File: src/rtl/astf_pkg.sv
`timescale 1ns / 1ps

package astf_pkg;

	// Field widths fixed by the command and response formats
	localparam int unsigned CMD_W    = 3;
	localparam int unsigned IDX_W    = 6;
	localparam int unsigned FRAME_W  = 8;
	localparam int unsigned PERIOD_W = 16;
	localparam int unsigned TICKS_W  = 32;
	localparam int unsigned STATUS_W = 3;

	// Command codes
	localparam logic [CMD_W-1:0] CMD_CLEAR  = 3'd0;
	localparam logic [CMD_W-1:0] CMD_APPEND = 3'd1;
	localparam logic [CMD_W-1:0] CMD_SET_PER = 3'd2;
	localparam logic [CMD_W-1:0] CMD_SET_FRM = 3'd3;
	localparam logic [CMD_W-1:0] CMD_LOOKUP = 3'd4;

	// Status codes
	localparam logic [STATUS_W-1:0] STATUS_OK        = 3'd0;
	localparam logic [STATUS_W-1:0] STATUS_EMPTY     = 3'd1;
	localparam logic [STATUS_W-1:0] STATUS_ZERO_DUR  = 3'd2;
	localparam logic [STATUS_W-1:0] STATUS_BAD_INDEX = 3'd3;
	localparam logic [STATUS_W-1:0] STATUS_FULL      = 3'd4;

	typedef struct packed {
		logic [CMD_W-1:0]    command;
		logic [IDX_W-1:0]    step_index;
		logic [FRAME_W-1:0]  frame_index;
		logic [PERIOD_W-1:0] period;
		logic [TICKS_W-1:0]  elapsed_ticks;
	} cmd_beat_t;

	typedef struct packed {
		logic [IDX_W-1:0]    found_step;
		logic [FRAME_W-1:0]  found_frame;
		logic [STATUS_W-1:0] status;
	} rsp_beat_t;

	typedef enum logic [2:0] {
		S_IDLE,
		S_SETP,
		S_DIV,
		S_WALK,
		S_DONE
	} state_t;

endpackage

File: src/rtl/animation_step_finder_top.sv
`timescale 1ns / 1ps

// Animation step table with time lookup.
// Command channel (cmd_valid / cmd_stall / cmd) takes one command a beat:
// clear, append a step, rewrite a step's period or frame, or look up a time
// in ticks. Response channel (rsp_valid / rsp_stall / rsp) returns exactly
// one beat per command, in order, with the found step, its frame and a status.
// The block works on one command at a time; cmd_stall is high from acceptance
// until the response has been loaded into the output register.
// Clear, append, set frame and rejected commands go straight to the
// response; set period first does one read of the period memory; lookup
// runs a bit-serial restoring remainder of the 32-bit elapsed ticks against
// the total duration, then a walk over the period memory at one entry a
// cycle until it reaches the step that holds the time or the last step.
// The next command is taken once the response is loaded.
// Reset empties the table (step count and total duration to zero); the
// memories need no clearing pass since entries past the count are never used.
// When the receiver stalls, the response waits in the output register and a
// finished next response waits in the block, which takes no new command.
module animation_step_finder_top #(
	parameter int unsigned MAX_STEPS = 64
) (
	input  logic                clk,
	input  logic                arst_n,
	input  logic                cmd_valid,
	output logic                cmd_stall,
	input  astf_pkg::cmd_beat_t cmd,
	output logic                rsp_valid,
	input  logic                rsp_stall,
	output astf_pkg::rsp_beat_t rsp
);

	localparam int unsigned ADDR_W = (MAX_STEPS > 1) ? $clog2(MAX_STEPS) : 1;
	localparam int unsigned CNT_W  = $clog2(MAX_STEPS + 1);
	localparam int unsigned TOT_W  = astf_pkg::PERIOD_W + ADDR_W;
	localparam int unsigned CMP_W  = (CNT_W > astf_pkg::IDX_W) ? CNT_W : astf_pkg::IDX_W;
	localparam int unsigned BIT_W  = $clog2(astf_pkg::TICKS_W);

	astf_pkg::state_t state_q, state_d;

	logic [CNT_W-1:0]               count_q;
	logic [TOT_W-1:0]               total_q;
	logic [ADDR_W-1:0]              addr_q;
	logic [ADDR_W-1:0]              cmp_idx_q;
	logic                           data_ok_q;
	logic [astf_pkg::PERIOD_W-1:0]  per_q;
	logic [TOT_W-1:0]               rem_q;
	logic [astf_pkg::TICKS_W-1:0]   quo_q;
	logic [BIT_W-1:0]               bit_q;
	astf_pkg::rsp_beat_t            res_q;
	astf_pkg::rsp_beat_t            rsp_q;
	logic                           rsp_valid_q;

	logic                           accept;
	logic                           out_free;
	logic                           full;
	logic                           idx_ok;
	logic [CMP_W-1:0]               idx_ext;
	logic [ADDR_W-1:0]              idx_addr;
	logic [ADDR_W-1:0]              cnt_addr;
	logic [astf_pkg::STATUS_W-1:0]  cmd_status;

	logic                           ram_per_we;
	logic                           ram_frm_we;
	logic [ADDR_W-1:0]              ram_addr;
	logic [astf_pkg::PERIOD_W-1:0]  ram_per_wdata;
	logic [astf_pkg::FRAME_W-1:0]   ram_frm_wdata;
	logic [astf_pkg::PERIOD_W-1:0]  per_rdata;
	logic [astf_pkg::FRAME_W-1:0]   frm_rdata;

	logic [TOT_W:0]                 trial;
	logic [TOT_W:0]                 trial_diff;
	logic [TOT_W-1:0]               rem_div;
	logic [TOT_W-1:0]               per_ext;
	logic                           hit;
	logic                           last;
	logic [CMP_W-1:0]               found_ext;

	// Handshake and command checks
	assign accept   = cmd_valid && (state_q == astf_pkg::S_IDLE);
	assign out_free = !rsp_valid_q || !rsp_stall;
	assign full     = (count_q == CNT_W'(MAX_STEPS));
	assign idx_ext  = CMP_W'(cmd.step_index);
	assign idx_ok   = (idx_ext < CMP_W'(count_q)) && (idx_ext < CMP_W'(MAX_STEPS));
	assign idx_addr = idx_ext[ADDR_W-1:0];
	assign cnt_addr = count_q[ADDR_W-1:0];

	// Status of the incoming command before any walk
	always_comb begin
		cmd_status = astf_pkg::STATUS_OK;
		case (cmd.command)
			astf_pkg::CMD_CLEAR: ;
			astf_pkg::CMD_APPEND: begin
				if (full) begin
					cmd_status = astf_pkg::STATUS_FULL;
				end
			end
			astf_pkg::CMD_SET_PER, astf_pkg::CMD_SET_FRM: begin
				if (!idx_ok) begin
					cmd_status = astf_pkg::STATUS_BAD_INDEX;
				end
			end
			astf_pkg::CMD_LOOKUP: begin
				if (count_q == '0) begin
					cmd_status = astf_pkg::STATUS_EMPTY;
				end else if (total_q == '0) begin
					cmd_status = astf_pkg::STATUS_ZERO_DUR;
				end
			end
			default: cmd_status = astf_pkg::STATUS_BAD_INDEX;
		endcase
	end

	// One remainder step: shift in the next dividend bit, subtract if it fits
	assign trial      = {rem_q, quo_q[astf_pkg::TICKS_W-1]};
	assign trial_diff = trial - {1'b0, total_q};
	assign rem_div    = (trial >= {1'b0, total_q}) ? trial_diff[TOT_W-1:0] : trial[TOT_W-1:0];

	// Walk compare on the period just read
	assign per_ext   = TOT_W'(per_rdata);
	assign hit       = data_ok_q && (per_ext > rem_q);
	assign last      = data_ok_q && (CNT_W'(cmp_idx_q) == count_q - CNT_W'(1));
	assign found_ext = CMP_W'(cmp_idx_q);

	// Next state
	always_comb begin
		state_d = state_q;
		case (state_q)
			astf_pkg::S_IDLE: begin
				if (accept) begin
					state_d = astf_pkg::S_DONE;
					if (cmd.command == astf_pkg::CMD_SET_PER && idx_ok) begin
						state_d = astf_pkg::S_SETP;
					end
					if (cmd.command == astf_pkg::CMD_LOOKUP && count_q != '0 &&
					    total_q != '0) begin
						state_d = astf_pkg::S_DIV;
					end
				end
			end
			astf_pkg::S_SETP: state_d = astf_pkg::S_DONE;
			astf_pkg::S_DIV: begin
				if (bit_q == BIT_W'(astf_pkg::TICKS_W - 1)) begin
					state_d = astf_pkg::S_WALK;
				end
			end
			astf_pkg::S_WALK: begin
				if (hit || last) begin
					state_d = astf_pkg::S_DONE;
				end
			end
			astf_pkg::S_DONE: begin
				if (out_free) begin
					state_d = astf_pkg::S_IDLE;
				end
			end
			default: state_d = astf_pkg::S_IDLE;
		endcase
	end

	// Memory strobes and stall
	always_comb begin
		cmd_stall     = (state_q != astf_pkg::S_IDLE);
		ram_per_we    = 1'b0;
		ram_frm_we    = 1'b0;
		ram_addr      = addr_q;
		ram_per_wdata = per_q;
		ram_frm_wdata = cmd.frame_index;
		case (state_q)
			astf_pkg::S_IDLE: begin
				ram_addr      = idx_addr;
				ram_per_wdata = cmd.period;
				if (cmd.command == astf_pkg::CMD_APPEND) begin
					ram_addr = cnt_addr;
					if (accept && !full) begin
						ram_per_we = 1'b1;
						ram_frm_we = 1'b1;
					end
				end
				if (accept && cmd.command == astf_pkg::CMD_SET_FRM && idx_ok) begin
					ram_frm_we = 1'b1;
				end
			end
			astf_pkg::S_SETP: ram_per_we = 1'b1;
			default: ;
		endcase
	end

	astf_ram #(
		.WIDTH(astf_pkg::PERIOD_W),
		.DEPTH(MAX_STEPS)
	) u_periods (
		.clk  (clk),
		.we   (ram_per_we),
		.addr (ram_addr),
		.wdata(ram_per_wdata),
		.rdata(per_rdata)
	);

	astf_ram #(
		.WIDTH(astf_pkg::FRAME_W),
		.DEPTH(MAX_STEPS)
	) u_frames (
		.clk  (clk),
		.we   (ram_frm_we),
		.addr (ram_addr),
		.wdata(ram_frm_wdata),
		.rdata(frm_rdata)
	);

	// State register
	always_ff @(posedge clk or negedge arst_n) begin
		if (!arst_n) begin
			state_q <= astf_pkg::S_IDLE;
		end else begin
			state_q <= state_d;
		end
	end

	// Table bookkeeping
	always_ff @(posedge clk or negedge arst_n) begin
		if (!arst_n) begin
			count_q <= '0;
			total_q <= '0;
		end else begin
			if (accept && cmd.command == astf_pkg::CMD_CLEAR) begin
				count_q <= '0;
				total_q <= '0;
			end
			if (accept && cmd.command == astf_pkg::CMD_APPEND && !full) begin
				count_q <= count_q + CNT_W'(1);
				total_q <= total_q + TOT_W'(cmd.period);
			end
			if (state_q == astf_pkg::S_SETP) begin
				total_q <= total_q - TOT_W'(per_rdata) + TOT_W'(per_q);
			end
		end
	end

	// Working registers: remainder, walk address, pending result
	always_ff @(posedge clk) begin
		case (state_q)
			astf_pkg::S_IDLE: begin
				res_q  <= '{found_step: '0, found_frame: '0, status: cmd_status};
				addr_q <= idx_addr;
				per_q  <= cmd.period;
				rem_q  <= '0;
				quo_q  <= cmd.elapsed_ticks;
				bit_q  <= '0;
			end
			astf_pkg::S_DIV: begin
				rem_q     <= rem_div;
				quo_q     <= {quo_q[astf_pkg::TICKS_W-2:0], 1'b0};
				bit_q     <= bit_q + BIT_W'(1);
				addr_q    <= '0;
				data_ok_q <= 1'b0;
			end
			astf_pkg::S_WALK: begin
				// advance the read address; the compare index trails it by one entry
				addr_q    <= addr_q + ADDR_W'(1);
				cmp_idx_q <= addr_q;
				data_ok_q <= 1'b1;
				if (data_ok_q && !hit) begin
					rem_q <= rem_q - per_ext;
				end
				if (hit) begin
					res_q.found_step  <= found_ext[astf_pkg::IDX_W-1:0];
					res_q.found_frame <= frm_rdata;
				end
			end
			default: ;
		endcase
	end

	// Output register: load on free slot, drop once taken
	always_ff @(posedge clk or negedge arst_n) begin
		if (!arst_n) begin
			rsp_valid_q <= 1'b0;
		end else if (state_q == astf_pkg::S_DONE && out_free) begin
			rsp_valid_q <= 1'b1;
		end else if (!rsp_stall) begin
			rsp_valid_q <= 1'b0;
		end
	end

	always_ff @(posedge clk) begin
		if (state_q == astf_pkg::S_DONE && out_free) begin
			rsp_q <= res_q;
		end
	end

	assign rsp_valid = rsp_valid_q;
	assign rsp       = rsp_q;

endmodule

File: src/rtl/astf_ram.sv
`timescale 1ns / 1ps

module astf_ram #(
	parameter int unsigned WIDTH = 16,
	parameter int unsigned DEPTH = 64
) (
	input  logic                     clk,
	input  logic                     we,
	input  logic [$clog2(DEPTH)-1:0] addr,
	input  logic [WIDTH-1:0]         wdata,
	output logic [WIDTH-1:0]         rdata
);

	logic [WIDTH-1:0] mem [DEPTH];

	// Write on strobe, register the read (old data on a same-address write)
	always_ff @(posedge clk) begin
		if (we) begin
			mem[addr] <= wdata;
		end
		rdata <= mem[addr];
	end

endmodule
File: config.mk
export PLATFORM = sky130hd
export DESIGN_NAME = animation_step_finder_top
export DESIGN_NICKNAME = d
export VERILOG_FILES = /design/src/rtl/astf_pkg.sv /design/src/rtl/animation_step_finder_top.sv /design/src/rtl/astf_ram.sv
export SDC_FILE = /design/constraint.sdc
export NUM_CORES = 2
export LEC_CHECK = 0
export ABC_CLOCK_PERIOD_IN_PS = 12500
export BUFFER_PORTS_ARGS = -buffer_cell sky130_fd_sc_hd__buf_4
export CAP_MARGIN = 20
export CORE_ASPECT_RATIO = 1.5
export CORE_MARGIN = 4
export CORE_UTILIZATION = 50
export DETAILED_ROUTE_END_ITERATION = 6
export GPL_ROUTABILITY_DRIVEN = 0
export PLACE_DENSITY = 0.62
export SLEW_MARGIN = 5
export SYNTH_ARGS = -nofsm -noshare
export SYNTH_HDL_FRONTEND = slang
export SYNTH_SLANG_ARGS = --single-unit
File: constraint.sdc
create_clock -name clk -period 12.5 [get_ports clk]
set_clock_uncertainty 0.2 [all_clocks]
set_input_delay 1.25 -clock clk [delete_from_list [all_inputs] [get_ports clk]]
set_output_delay 1.25 -clock clk [all_outputs]
set_load 0.005 [all_outputs]
==> summary.txt <==
Synthesis
  • Yosys warns: 0
  • Synth Net Count: 4420
  • Top cells by count, synth: edfxtp_1, a22oi_1, nor2_1, nand2_1, a41oi_1
  • Most area-hungry cell type in the Yosys netlist: edfxtp_1
  • Yosys reg bits: 1715
  • Number of synthesized flops with an enable pin: ~1600
  • Sequential area share after synthesis: 75.1%
  • Post-Synthesis Cells: 4239
  • Synthesized area per cell: 16.0 um2
  • Post-synthesis cell type count: between 80 and 90
  • Ys flop type: edfxtp_1
  • Post-synth design cell area: 67800 um2
  • Count leader, synth: edfxtp_1
  • Post-synth top area share: ~73%
  • Area contributors post-synth: edfxtp_1, a22oi_1, a41oi_1, ha_1, dfrtp_1
  • Post-synth ARST share: between 1.5 and 2%

Clock tree
  • # hold bufs at CTS: 0
  • CTS tree: yes
  • CTS sink count: 1715
  • Max H-tree Level: 4
  • Worst-path clk slew: 60 ps
  • Root Buffer: clkbuf_16
  • Post-CTS setup buffers: 0
  • Num CTS Buffers: 154
  • Clock insertion delay at the later pin of the skew report: 780 ps
  • CTS Buffer Depth: 3
  • CTS resizes: 0

Cells and area
  • Final nets: 4525
  • Ratio of cells with drive above 1 in the final layout: roughly an eighth
  • Fin cells: 6228
  • Filler cell count: 10400
  • Synth-to-Final Area Change: 11.6%

Place
  • Placed insts: 5923
  • PortBufs: between 80 and 90
  • Detailed Place HPWL: 110000 um

STA
  • Setup TNS: 0 ps
  • Fmax: roughly 170 MHz
  • Final period util: 47.2%
  • RSZ-0062 raised after global routing: no
  • Final Hold Viols: 0
  • Setup violations, final: 0
  • Worst Tran Pin Value: about 1200 ps
  • Slew Limit Fails: 0
  • Period minus WS final: just under 6000 ps
  • Max-slew headroom: between 10% and 20%

Power and ir drop
  • Clock share of power: 23.8%
  • PwrDens: 257 nW/um2
  • Comb pwr share: 37.5%
  • NetSw: 7310 uW
  • Part of the power in registers: about two fifths
  • Sw Ratio: 37.6%
  • Leak: roughly 0.024 uW
  • Max VDD drop: approximately 0.28 mV
  • Cell internal pwr: 12100 uW

Drt
  • Vias per std cell: 6.43
  • DR vias: 40100
  • TritonRoute pass-1 iters: 6
  • 1st-iter DRT viols: 4553
  • DRC viols: 0
  • Final wirelength: between 150000 and 200000 um
  • Routed WL per cell: 29.9 um
  • ANT nets after route: 0

Global routing
  • First-pass GRT wire length: around 270000 um
  • GRT met3 Usage: 4.45%
  • Total congestion overflow: 0
  • GR peak layer: met2
  • Largest net degree at the start of global routing: 129
  • Met2 Use GR: between 40% and 50%
  • GR Util met1: approximately 34%
  • Initial antenna violation count: 8
  • All-Layer GR Usage: roughly a quarter
  • Vias in the first global route: just under 40000

Floorplanning
  • Row cnt: 165
  • Io pins: between 80 and 90
  • Die Wd: 309 um
  • Core Region: 135000 um2
  • Die Ht: 459 um
  • Die Area: 142000 um2
  • Starting Density: 50.3%

Critical path
  • Crit path capture type: register
  • WS Path Type: register to register
  • FF-to-FF setup slack: about 6600 ps
  • Crit path arrival time: 6390 ps
  • Crit path required time: approximately 13000 ps
  • CP Max Fanout: 55
  • Worst setup SP type: register

Hold path
  • Hold Crit Class: register to register

Job
  • Number of max-cap violations: 0

Outcome
  • Outcome: finished, final reports clean
[layout make-up]
class | count | area [um2] | area share, %
diodes | 6 | 15.0 | 0.0198
repair buffers | 189 | 1580 | 2.09
flip-flops and latches | 1715 | 50900 | 67.3
well taps | 1753 | 2190 | 2.90
inverters | 114 | 433 | 0.572
multi-input cells | 2170 | 15700 | 20.7
clock inverters | 63 | 556 | 0.734
clock buffers | 218 | 4320 | 5.71
[registers in the layout, indices dropped and copies added (netlist names), 16 cells and up]
name,flops
u_periods.mem,1024
quo_q,32
total_q,22
res_q,17
u_periods.rdata,16
rsp,17
rem_q,22
per_q,16
u_frames.mem,512
[stage by stage]
stage                     area (um2)  total power (uW)  setup WS [ps]  utilization [%]  hold slack, ps
after CTS                      75500             19500           6660             56.0             213
after global routing           75700             20300           6420             56.2             223
after global placement         70600             14800           6410             52.3             202
after floorplan                67800             12300           7750                -             200
final                          75700             19400           6600             56.2             218
after detailed placement       70600             14900           6390             52.4             205
[placed cells by master, fill, tap and decap left out, types with 29 or more instances in the layout]
| cell | n |
|---|---|
| a21o_1 | 33 |
| a21oi_1 | 87 |
| a22oi_1 | 739 |
| a41oi_1 | 153 |
| buf_4 | 165 |
| clkbuf_1 | 48 |
| clkbuf_16 | 160 |
| dfrtp_1 | 33 |
| dfxtp_1 | 40 |
| edfxtp_1 | 1642 |
| ha_1 | 93 |
| inv_1 | 113 |
| nand2_1 | 196 |
| nand3_1 | 30 |
| nand4_1 | 34 |
| nor2_1 | 145 |
| nor2_2 | 61 |
| nor3_1 | 29 |
| nor4_1 | 44 |
| o21ai_0 | 59 |
| xnor2_1 | 39 |
| xor2_1 | 31 |
[path summary, 6_finish.rpt]
kind                                 start  cells past startpoint                   to
worst max-delay path            state_q[1]                     13  u_periods.rdata[10]
worst min-delay path             res_q[10]                      0              rsp[10]
worst max register to register  state_q[1]                     13  u_periods.rdata[10]
worst min register to register   res_q[10]                      0              rsp[10]
max in group asynchronous           arst_n                      1          total_q[11]
min in group asynchronous           arst_n                      1           count_q[1]
[routing by layer]
metal / routed length, um / vias up
li1: - / 17500
met1: 70700 / 20300
met2: 91800 / 1872
met3: 14300 / 394
met4: 9180 / 2
met5: 15 / -
[worst max-delay path, cell delays in order (launching register included)]
cell and delay [ps]:
dfrtp_1 320, buf_4 260, or3_1 490, clkinv_4 580
nor2_1 530, o22ai_2 210, nor2_4 120, buf_4 550
buf_4 770, buf_4 670, a22oi_1 140, a41oi_1 460
nor4_1 220, nand2_1 150
[cells by family after synthesis]
| kind of cell | Yosys count | share of synthesized area [%] |
|---|---|---|
| AOI/OAI and AO/OA | 1312 | 14.4 |
| buffers and inverters | 354 | 2.44 |
| muxes | 19 | 0.282 |
| xor gates and xnor gates | 70 | 0.904 |
| DFF | 1715 | 75.1 |
| adders and majority gates | 112 | 2.28 |
| and+or+nand+nor | 657 | 4.56 |
[power groups by stage]
| stage | clock network, uW | registers [uW] | logic, uW |
|---|---|---|---|
| after detailed placement | 0 | 7650 | 7240 |
| after global routing | 4910 | 7550 | 7870 |
| after floorplan | 0 | 7650 | 4660 |
| after CTS | 4680 | 7530 | 7280 |
| after global placement | 0 | 7640 | 7170 |
| final | 4630 | 7530 | 7290 |
Note: power is estimated with default switching activity, not from simulation.
